**config.mk**
```make
export PLATFORM = sky130hd
export DESIGN_NAME = grid_maze_shortest_path_dfs
export DESIGN_NICKNAME = d
export VERILOG_FILES = /design/src/sv/gms_pkg.sv /design/src/sv/gms_nbr.sv /design/src/sv/grid_maze_shortest_path_dfs.sv
export SDC_FILE = /design/constraint.sdc
export NUM_CORES = 1
export LEC_CHECK = 0
export ABC_AREA = 1
export BUFFER_PORTS_ARGS = -buffer_cell sky130_fd_sc_hd__buf_4
export CORE_MARGIN = 1
export CORE_UTILIZATION = 50
export CTS_CLUSTER_SIZE = 30
export DETAILED_ROUTE_END_ITERATION = 12
export GPL_ROUTABILITY_DRIVEN = 0
export PLACE_DENSITY = 0.67
export REMOVE_ABC_BUFFERS = 1
export SLEW_MARGIN = 10
export SYNTH_ARGS = -nofsm -noshare
export SYNTH_HDL_FRONTEND = slang
export SYNTH_SLANG_ARGS = --single-unit
```
**constraint.sdc**
```tcl
create_clock -name clk -period 5.2 [get_ports clk]
set_clock_uncertainty 0.1 [all_clocks]
set_input_delay 0.52 -clock clk [delete_from_list [all_inputs] [get_ports clk]]
set_output_delay 0.52 -clock clk [all_outputs]
set_load 0.02 [all_outputs]
```
**src/sv/gms_pkg.sv**
```systemverilog
`timescale 1ns / 1ps
// ----------------------------------------------------------------------------
// gms_pkg
// shared types and constants for the maze path search block
// ----------------------------------------------------------------------------
package gms_pkg;

  localparam int MAP_BITS = 16;
  localparam int MAX_OUT  = 16;
  localparam logic [15:0] TOTAL_MAX = 16'hFFFF;

  typedef enum logic [2:0] {
    ST_IDLE,
    ST_SEARCH,
    ST_COPY,
    ST_POP,
    ST_EMIT
  } state_t;

  typedef enum logic [2:0] {
    DIR_UP,
    DIR_RIGHT,
    DIR_DOWN,
    DIR_LEFT,
    DIR_DONE
  } dir_t;

  typedef struct packed {
    logic in_grid;
    logic free;
  } nbr_stat_t;

endpackage

```
**src/sv/gms_nbr.sv**
```systemverilog
`timescale 1ns / 1ps
// ----------------------------------------------------------------------------
// gms_nbr
// neighbor unit: steps from the walk top in one direction and checks
// the grid edge, the obstacle map and the visited set
// ----------------------------------------------------------------------------
module gms_nbr #(
  parameter int ROWS = 4,
  parameter int COLS = 4,
  localparam int CELLS = ROWS * COLS,
  localparam int RW = $clog2(ROWS),
  localparam int CLW = $clog2(COLS),
  localparam int CW = $clog2(CELLS)
) (
  input  logic [gms_pkg::MAP_BITS-1:0] map,
  input  logic [CELLS-1:0]             visited,
  input  logic [RW-1:0]                row,
  input  logic [CLW-1:0]               col,
  input  logic [CW-1:0]                cur_cell,
  input  gms_pkg::dir_t                dir,
  output logic [RW-1:0]                nrow,
  output logic [CLW-1:0]               ncol,
  output logic [CW-1:0]                ncell,
  output gms_pkg::nbr_stat_t           stat
);

  logic [CELLS-1:0] blk;

  // cells past the map bits are open
  for (genvar i = 0; i < CELLS; i++) begin : g_blk
    if (i < gms_pkg::MAP_BITS) begin : g_map
      assign blk[i] = map[i];
    end else begin : g_open
      assign blk[i] = 1'b0;
    end
  end

  always_comb begin
    nrow = row;
    ncol = col;
    ncell = cur_cell;
    stat.in_grid = 1'b0;
    case (dir)
      gms_pkg::DIR_UP: begin
        stat.in_grid = (row != '0);
        nrow = row - RW'(1);
        ncell = cur_cell - CW'(COLS);
      end
      gms_pkg::DIR_RIGHT: begin
        stat.in_grid = (col != CLW'(COLS - 1));
        ncol = col + CLW'(1);
        ncell = cur_cell + CW'(1);
      end
      gms_pkg::DIR_DOWN: begin
        stat.in_grid = (row != RW'(ROWS - 1));
        nrow = row + RW'(1);
        ncell = cur_cell + CW'(COLS);
      end
      gms_pkg::DIR_LEFT: begin
        stat.in_grid = (col != '0);
        ncol = col - CLW'(1);
        ncell = cur_cell - CW'(1);
      end
      default: begin
        stat.in_grid = 1'b0;
      end
    endcase
    stat.free = stat.in_grid && !blk[ncell] && !visited[ncell];
  end

endmodule

```
**src/sv/grid_maze_shortest_path_dfs.sv**
```systemverilog
`timescale 1ns / 1ps
// search: each direction is tried in turn, a backtrack goes through the pop state, and
//   the stack is copied out each time a shorter path is recorded
// throughput: one maze at a time, set by the single stack port and neighbor unit
// results: one beat per path cell (or one beat if none)
// reset: synchronous, returns to idle with an empty stack; stack and path
//   stores are not cleared
// ----------------------------------------------------------------------------
// grid_maze_shortest_path_dfs
// backtracking depth-first walk over all simple paths from top-left to
// bottom-right, counting them and keeping the first shortest one
// ----------------------------------------------------------------------------
module grid_maze_shortest_path_dfs #(
  parameter int ROWS = 4,
  parameter int COLS = 4
) (
  input  logic        clk,
  input  logic        rst,
  input  logic        in_valid,
  output logic        in_ready,
  input  logic [15:0] blocked_map,
  output logic        out_valid,
  input  logic        out_ready,
  output logic        found,
  output logic [2:0]  cell_row,
  output logic [2:0]  cell_col,
  output logic [3:0]  step_index,
  output logic [4:0]  path_length,
  output logic [15:0] path_total,
  output logic        last
);

  localparam int CELLS = ROWS * COLS;
  localparam int RW = $clog2(ROWS);
  localparam int CLW = $clog2(COLS);
  localparam int CW = $clog2(CELLS);
  localparam int SPW = $clog2(CELLS + 1);
  localparam int EW = CW + RW + CLW + 3;

  gms_pkg::state_t state, state_next;

  logic [15:0]      map;
  logic [CW-1:0]    top_cell;
  logic [RW-1:0]    top_row;
  logic [CLW-1:0]   top_col;
  gms_pkg::dir_t    top_dir;
  logic [SPW-1:0]   sp;
  logic [CELLS-1:0] visited;
  logic [SPW-1:0]   best_len;
  logic [15:0]      total;
  logic [4:0]       cp_idx;
  logic             cp_wr_vld;
  logic [3:0]       cp_wr_idx;
  logic [3:0]       emit_idx;

  logic [EW-1:0]    stk_mem [CELLS];
  logic [EW-1:0]    rd_data;
  logic [RW-1:0]    best_row [gms_pkg::MAX_OUT];
  logic [CLW-1:0]   best_col [gms_pkg::MAX_OUT];

  logic [RW-1:0]      nb_row;
  logic [CLW-1:0]     nb_col;
  logic [CW-1:0]      nb_cell;
  gms_pkg::nbr_stat_t nb_stat;

  logic [SPW-1:0] sp_m1;
  logic [4:0]     ncopy;
  logic [4:0]     nemit;
  logic           at_exit;
  logic           better;
  logic           copy_done;
  logic           push;
  logic           pop;
  logic [CW-1:0]  rd_addr;
  gms_pkg::dir_t  dir_inc;

  gms_nbr #(
    .ROWS (ROWS),
    .COLS (COLS)
  ) u_nbr (
    .map      (map),
    .visited  (visited),
    .row      (top_row),
    .col      (top_col),
    .cur_cell (top_cell),
    .dir      (top_dir),
    .nrow     (nb_row),
    .ncol     (nb_col),
    .ncell    (nb_cell),
    .stat     (nb_stat)
  );

  assign sp_m1 = sp - SPW'(1);
  assign ncopy = (int'(sp_m1) >= gms_pkg::MAX_OUT) ? 5'(gms_pkg::MAX_OUT) : 5'(sp_m1);
  assign nemit = (int'(best_len) >= gms_pkg::MAX_OUT) ? 5'(gms_pkg::MAX_OUT)
                                                      : 5'(best_len);
  assign at_exit = (top_cell == CW'(CELLS - 1));
  assign better = (best_len == '0) || (sp < best_len);
  assign copy_done = (cp_idx == ncopy);
  assign dir_inc = gms_pkg::dir_t'(top_dir + 3'd1);

  // next state
  always_comb begin
    state_next = state;
    case (state)
      gms_pkg::ST_IDLE: begin
        if (in_valid) begin
          state_next = blocked_map[0] ? gms_pkg::ST_EMIT : gms_pkg::ST_SEARCH;
        end
      end
      gms_pkg::ST_SEARCH: begin
        if (at_exit && better) begin
          state_next = gms_pkg::ST_COPY;
        end else if (at_exit || top_dir == gms_pkg::DIR_DONE) begin
          state_next = (sp == SPW'(1)) ? gms_pkg::ST_EMIT : gms_pkg::ST_POP;
        end
      end
      gms_pkg::ST_COPY: begin
        if (copy_done) begin
          state_next = (sp == SPW'(1)) ? gms_pkg::ST_EMIT : gms_pkg::ST_POP;
        end
      end
      gms_pkg::ST_POP: begin
        state_next = gms_pkg::ST_SEARCH;
      end
      gms_pkg::ST_EMIT: begin
        if (out_ready && last) begin
          state_next = gms_pkg::ST_IDLE;
        end
      end
      default: begin
        state_next = gms_pkg::ST_IDLE;
      end
    endcase
  end

  // control outputs
  always_comb begin
    in_ready = (state == gms_pkg::ST_IDLE);
    out_valid = (state == gms_pkg::ST_EMIT);
    push = 1'b0;
    pop = 1'b0;
    rd_addr = CW'(sp - SPW'(2));
    case (state)
      gms_pkg::ST_SEARCH: begin
        pop = (at_exit && !better) || (!at_exit && top_dir == gms_pkg::DIR_DONE);
        push = !at_exit && top_dir != gms_pkg::DIR_DONE && nb_stat.free
               && (sp < SPW'(CELLS));
      end
      gms_pkg::ST_COPY: begin
        pop = copy_done;
        if (!copy_done) begin
          rd_addr = CW'(cp_idx);
        end
      end
      default: begin
        pop = 1'b0;
      end
    endcase
  end

  // walk stack below the top entry
  always_ff @(posedge clk) begin
    if (push) begin
      stk_mem[CW'(sp_m1)] <= {top_cell, top_row, top_col, 3'(dir_inc)};
    end
    rd_data <= stk_mem[rd_addr];
  end

  always_ff @(posedge clk) begin
    if (rst) begin
      state <= gms_pkg::ST_IDLE;
      sp <= '0;
      visited <= '0;
      cp_wr_vld <= 1'b0;
    end else begin
      state <= state_next;
      if (cp_wr_vld) begin
        best_row[cp_wr_idx] <= rd_data[3 + CLW +: RW];
        best_col[cp_wr_idx] <= rd_data[3 +: CLW];
      end
      if (pop) begin
        visited[top_cell] <= 1'b0;
        sp <= sp_m1;
      end
      case (state)
        gms_pkg::ST_IDLE: begin
          if (in_valid) begin
            map <= blocked_map;
            total <= '0;
            best_len <= '0;
            emit_idx <= '0;
            top_cell <= '0;
            top_row <= '0;
            top_col <= '0;
            top_dir <= gms_pkg::DIR_UP;
            sp <= SPW'(!blocked_map[0]);
            visited <= CELLS'(!blocked_map[0]);
          end
        end
        gms_pkg::ST_SEARCH: begin
          if (at_exit) begin
            if (total != gms_pkg::TOTAL_MAX) begin
              total <= total + 16'd1;
            end
            if (better) begin
              best_len <= sp;
              cp_idx <= '0;
              if (int'(sp_m1) < gms_pkg::MAX_OUT) begin
                best_row[4'(sp_m1)] <= top_row;
                best_col[4'(sp_m1)] <= top_col;
              end
            end
          end else if (top_dir != gms_pkg::DIR_DONE) begin
            top_dir <= dir_inc;
            if (push) begin
              top_cell <= nb_cell;
              top_row <= nb_row;
              top_col <= nb_col;
              top_dir <= gms_pkg::DIR_UP;
              sp <= sp + SPW'(1);
              visited[nb_cell] <= 1'b1;
            end
          end
        end
        gms_pkg::ST_COPY: begin
          cp_wr_vld <= !copy_done;
          if (!copy_done) begin
            cp_idx <= cp_idx + 5'd1;
            cp_wr_idx <= 4'(cp_idx);
          end
        end
        gms_pkg::ST_POP: begin
          top_cell <= rd_data[RW + CLW + 3 +: CW];
          top_row <= rd_data[3 + CLW +: RW];
          top_col <= rd_data[3 +: CLW];
          top_dir <= gms_pkg::dir_t'(rd_data[2:0]);
        end
        gms_pkg::ST_EMIT: begin
          if (out_ready) begin
            emit_idx <= emit_idx + 4'd1;
          end
        end
        default: begin
          cp_wr_vld <= 1'b0;
        end
      endcase
    end
  end

  // result beat
  always_comb begin
    found = (best_len != '0);
    cell_row = found ? 3'(best_row[emit_idx]) + 3'd1 : 3'd0;
    cell_col = found ? 3'(best_col[emit_idx]) + 3'd1 : 3'd0;
    step_index = found ? emit_idx : 4'd0;
    path_length = 5'(best_len);
    path_total = total;
    last = !found || ({1'b0, emit_idx} + 5'd1 == nemit);
  end

  // stack depth tracks the visited set
  a_depth_visited: assert property (@(posedge clk) disable iff (rst)
    $countones(visited) == sp)
    else $error("stack depth and visited set disagree");

  a_top_visited: assert property (@(posedge clk) disable iff (rst)
    (state == gms_pkg::ST_SEARCH) |-> visited[top_cell])
    else $error("walk top not marked visited");

  a_last_idle: assert property (@(posedge clk) disable iff (rst)
    (out_valid && out_ready && last) |=> in_ready)
    else $error("block not idle after last beat");

  a_emit_range: assert property (@(posedge clk) disable iff (rst)
    (out_valid && found) |-> ({1'b0, emit_idx} < nemit))
    else $error("emit index past path end");

  a_copy_bound: assert property (@(posedge clk) disable iff (rst)
    (state == gms_pkg::ST_COPY) |-> (cp_idx <= ncopy) && at_exit)
    else $error("path copy out of range");

endmodule
```
==> impl_metrics.json <==
{
  "drtIter0Drc": 1371,
  "cts_buffers": 36,
  "endpoint_kind": "register",
  "postSynthAreaPerCell_sq_um": 8.78,
  "cpPeakStageDelay_ps": 540,
  "layout_common_cells": "nand2_1 (451), inv_1 (369), edfxtp_1 (301)",
  "timing.final.crit_share_pct": 79.8,
  "core_area_sq_um": 34500,
  "synth_seq_cells": 341,
  "critPathRequiredTime_ps": 5340,
  "fillers": 3105,
  "grt.busiest_layer": "met2",
  "crit_path_start_kind": "register",
  "r2r_slack_ps": 1050,
  "postCtsSetupBuffers": 0,
  "cts_sinks": 341,
  "hold_path_class": "in2reg",
  "syn_area_sq_um": 17400,
  "endpoint": "stk_mem[13][8]",
  "postRouteAntennaNets": 0,
  "cp_data_arrival_time_ps": 4290,
  "synth_ff_type": "edfxtp_1",
  "async_flop_share_pct": 0,
  "max_freq_ghz": 0.241,
  "clkLatencyLatePin_ps": 540,
  "critPathBufInv": 2,
  "synth_cells": 1988,
  "grt_max_degree": 49,
  "ys_types": 44,
  "cts_tree": "built",
  "final_common_cell": "nand2_1",
  "slowest_stage": "edfxtp_1",
  "grt_overflow": 0,
  "cts_hold_buf": 0,
  "yosysWarningCount": 0,
  "grt_util_met1_pct": 34.8,
  "hpwl_um": 30100,
  "finalCriticalPeriod_ps": 4150,
  "seq_area_frac_synth_pct": 56.4,
  "antenna_found_initial": 1,
  "root_buffer": "clkbuf_16",
  "rr_startpoint": "top_dir[0]",
  "path_cells": "ha_1 > ha_1 > nand2_1 > inv_1 > nor2_1 > ha_1 > nand3_1 > nand2_1 > nor2_1 > nand2_1 > nand2_1 > o21ai_0 > nand2_1 > nand2_1 > nand2_1 > nor2_2 > nand2_1 > nor3_1 > buf_4",
  "layout_setup_ws_ps": 1050,
  "clockBufferDepth": 3,
  "cpLargestDelayFamily": "simple AND/OR/NAND/NOR gates",
  "wl_um": 45900,
  "boundaryPins": 55,
  "clkTransAtPathRegs_ps": 60,
  "worst-setup-path-type": "reg2reg",
  "grtUsageMet2_pct": 43.5,
  "dieHeight_um": 189,
  "rows": 68,
  "vdd_drop_max_mv": 0.316,
  "cellLeakagePower_uw": 0.00860,
  "worstSetupStartpoint": "top_dir[0]",
  "outcome": "complete, no violations",
  "hold_violations": 0,
  "worstRegToRegCells": 19,
  "crit_path_frequent_cell": "nand2_1",
  "start_util_pct": 50.6,
  "grt_usage_pct": 26.3,
  "rsz0062_at_grt": "false",
  "finalMaxSlewViolations": 0,
  "crit_cells": 19,
  "num_antenna_cells": 0,
  "hold-worst-slack_ps": 60.7,
  "h-tree-depth": 2,
  "path_max_fanout": 11,
  "worst_r2r_endpoint": "stk_mem[13][8]",
  "power_density_nw_per_um2": 557,
  "worst_pin_slew_ps": 1120,
  "first_pass_iters": 5,
  "io_buffers": 54,
  "nets": 2089,
  "grt_pass1_vias": 13200,
  "maxCapViolCount": 0,
  "fin_setup_tns_ps": 0,
  "via_per_inst": 5.36,
  "vias": 13600,
  "area_growth_syn_to_layout_pct": 12.0,
  "grt_pass1_wl_um": 72400,
  "ctsResizeCount": 0,
  "relSlewSlack_pct": 24.8,
  "die_w_um": 189,
  "drc": 0,
  "wire_per_inst_um": 18.2,
  "met3_usage_pct": 4.62,
  "seq_area_sq_um": 9840,
  "final_layout_size_suffix_gt1_share_pct": 9.41,
  "die-area_sq_um": 35600,
  "multi_input_area_sq_um": 5830,
  "synth_edf_count": 301,
  "setup_viol": 0,
  "place_worst_setup_slack_ps": 1110
}
==> stage by stage <==
stage	utilization, %	cells	instance area [sq um]	power (uW)
final	56.7	2527	19500	10900
after global routing	56.7	2527	19500	11500
after CTS	56.7	2527	19500	10900
after detailed placement	53.4	2461	18400	8340
after global placement	53.4	2461	18400	8270
after floorplan	-	1907	17000	6590
==> where the power goes <==
group          total, uW  switching, uW  internal (uW)  leakage (uW)
registers           3880            304           3570       0.00307
logic               4470           3180           1290       0.00498
clock network       2530           1080           1450      0.000555
total              10900           4560           6310       0.00860
==> registers in the layout, summed over array words and instances, names as in the netlist, named ones only <==
name,flops
cp_wr_vld,1
emit_idx,4
cp_idx,5
state,3
cp_wr_idx,4
stk_mem,176
path_total,16
top_col,2
map,16
top_row,2
rd_data,11
sp,5
best_row,32
top_dir,3
top_cell,4
visited,16
best_col,32
path_length,5
==> routing by layer <==
| metal | vias up | routed length, um |
|---|---|---|
| li1 | 6603 | - |
| met1 | 6322 | 19000 |
| met2 | 531 | 22000 |
| met3 | 99 | 3590 |
| met4 | 0 | 1310 |
| met5 | - | 0 |
==> logic make-up after synthesis <==
family / synth area share [%]
buffers and inverters: 10.5
muxes: 1.11
xor gates and xnor gates: 0.653
and+or+nand+nor: 22.5
AOI/OAI and AO/OA: 7.06
DFF: 56.4
adders and majority gates: 1.79
==> synth_stat cells (21+ instances only) <==
cell type	number	area, sq um
a21oi_1	64	320
buf_2	21	105
clkbuf_1	41	154
dfxtp_1	40	801
edfxtp_1	301	9040
ha_1	25	313
inv_1	369	1390
nand2_1	451	1690
nand3_1	287	1440
nor2_1	105	394
nor3_1	25	125
o21ai_0	123	616
==> worst min-delay path by stage <==
| stage | startpoint | to | slack, ps | cells after the start |
|---|---|---|---|---|
| final | blocked_map[14] | map[14] | 60 | 1 |
| after global routing | blocked_map[13] | map[13] | 40 | 1 |
| after CTS | blocked_map[14] | map[14] | 40 | 1 |
| after detailed placement | visited[3] | visited[3] | 370 | 2 |
| after global placement | visited[3] | visited[3] | 360 | 2 |
| after floorplan | visited[1] | visited[1] | 350 | 2 |
==> area by class of cell <==
cell class / count / share of cell area [%]
Clock buffer: 49 / 4.86
Inverter: 376 / 7.22
Timing Repair Buffer: 99 / 3.87
Multi-Input combinational cell: 1190 / 29.8
Clock inverter: 17 / 0.986
Tap cell: 455 / 2.91
Sequential cell: 341 / 50.3
Note: power is estimated with default switching activity, not from simulation.
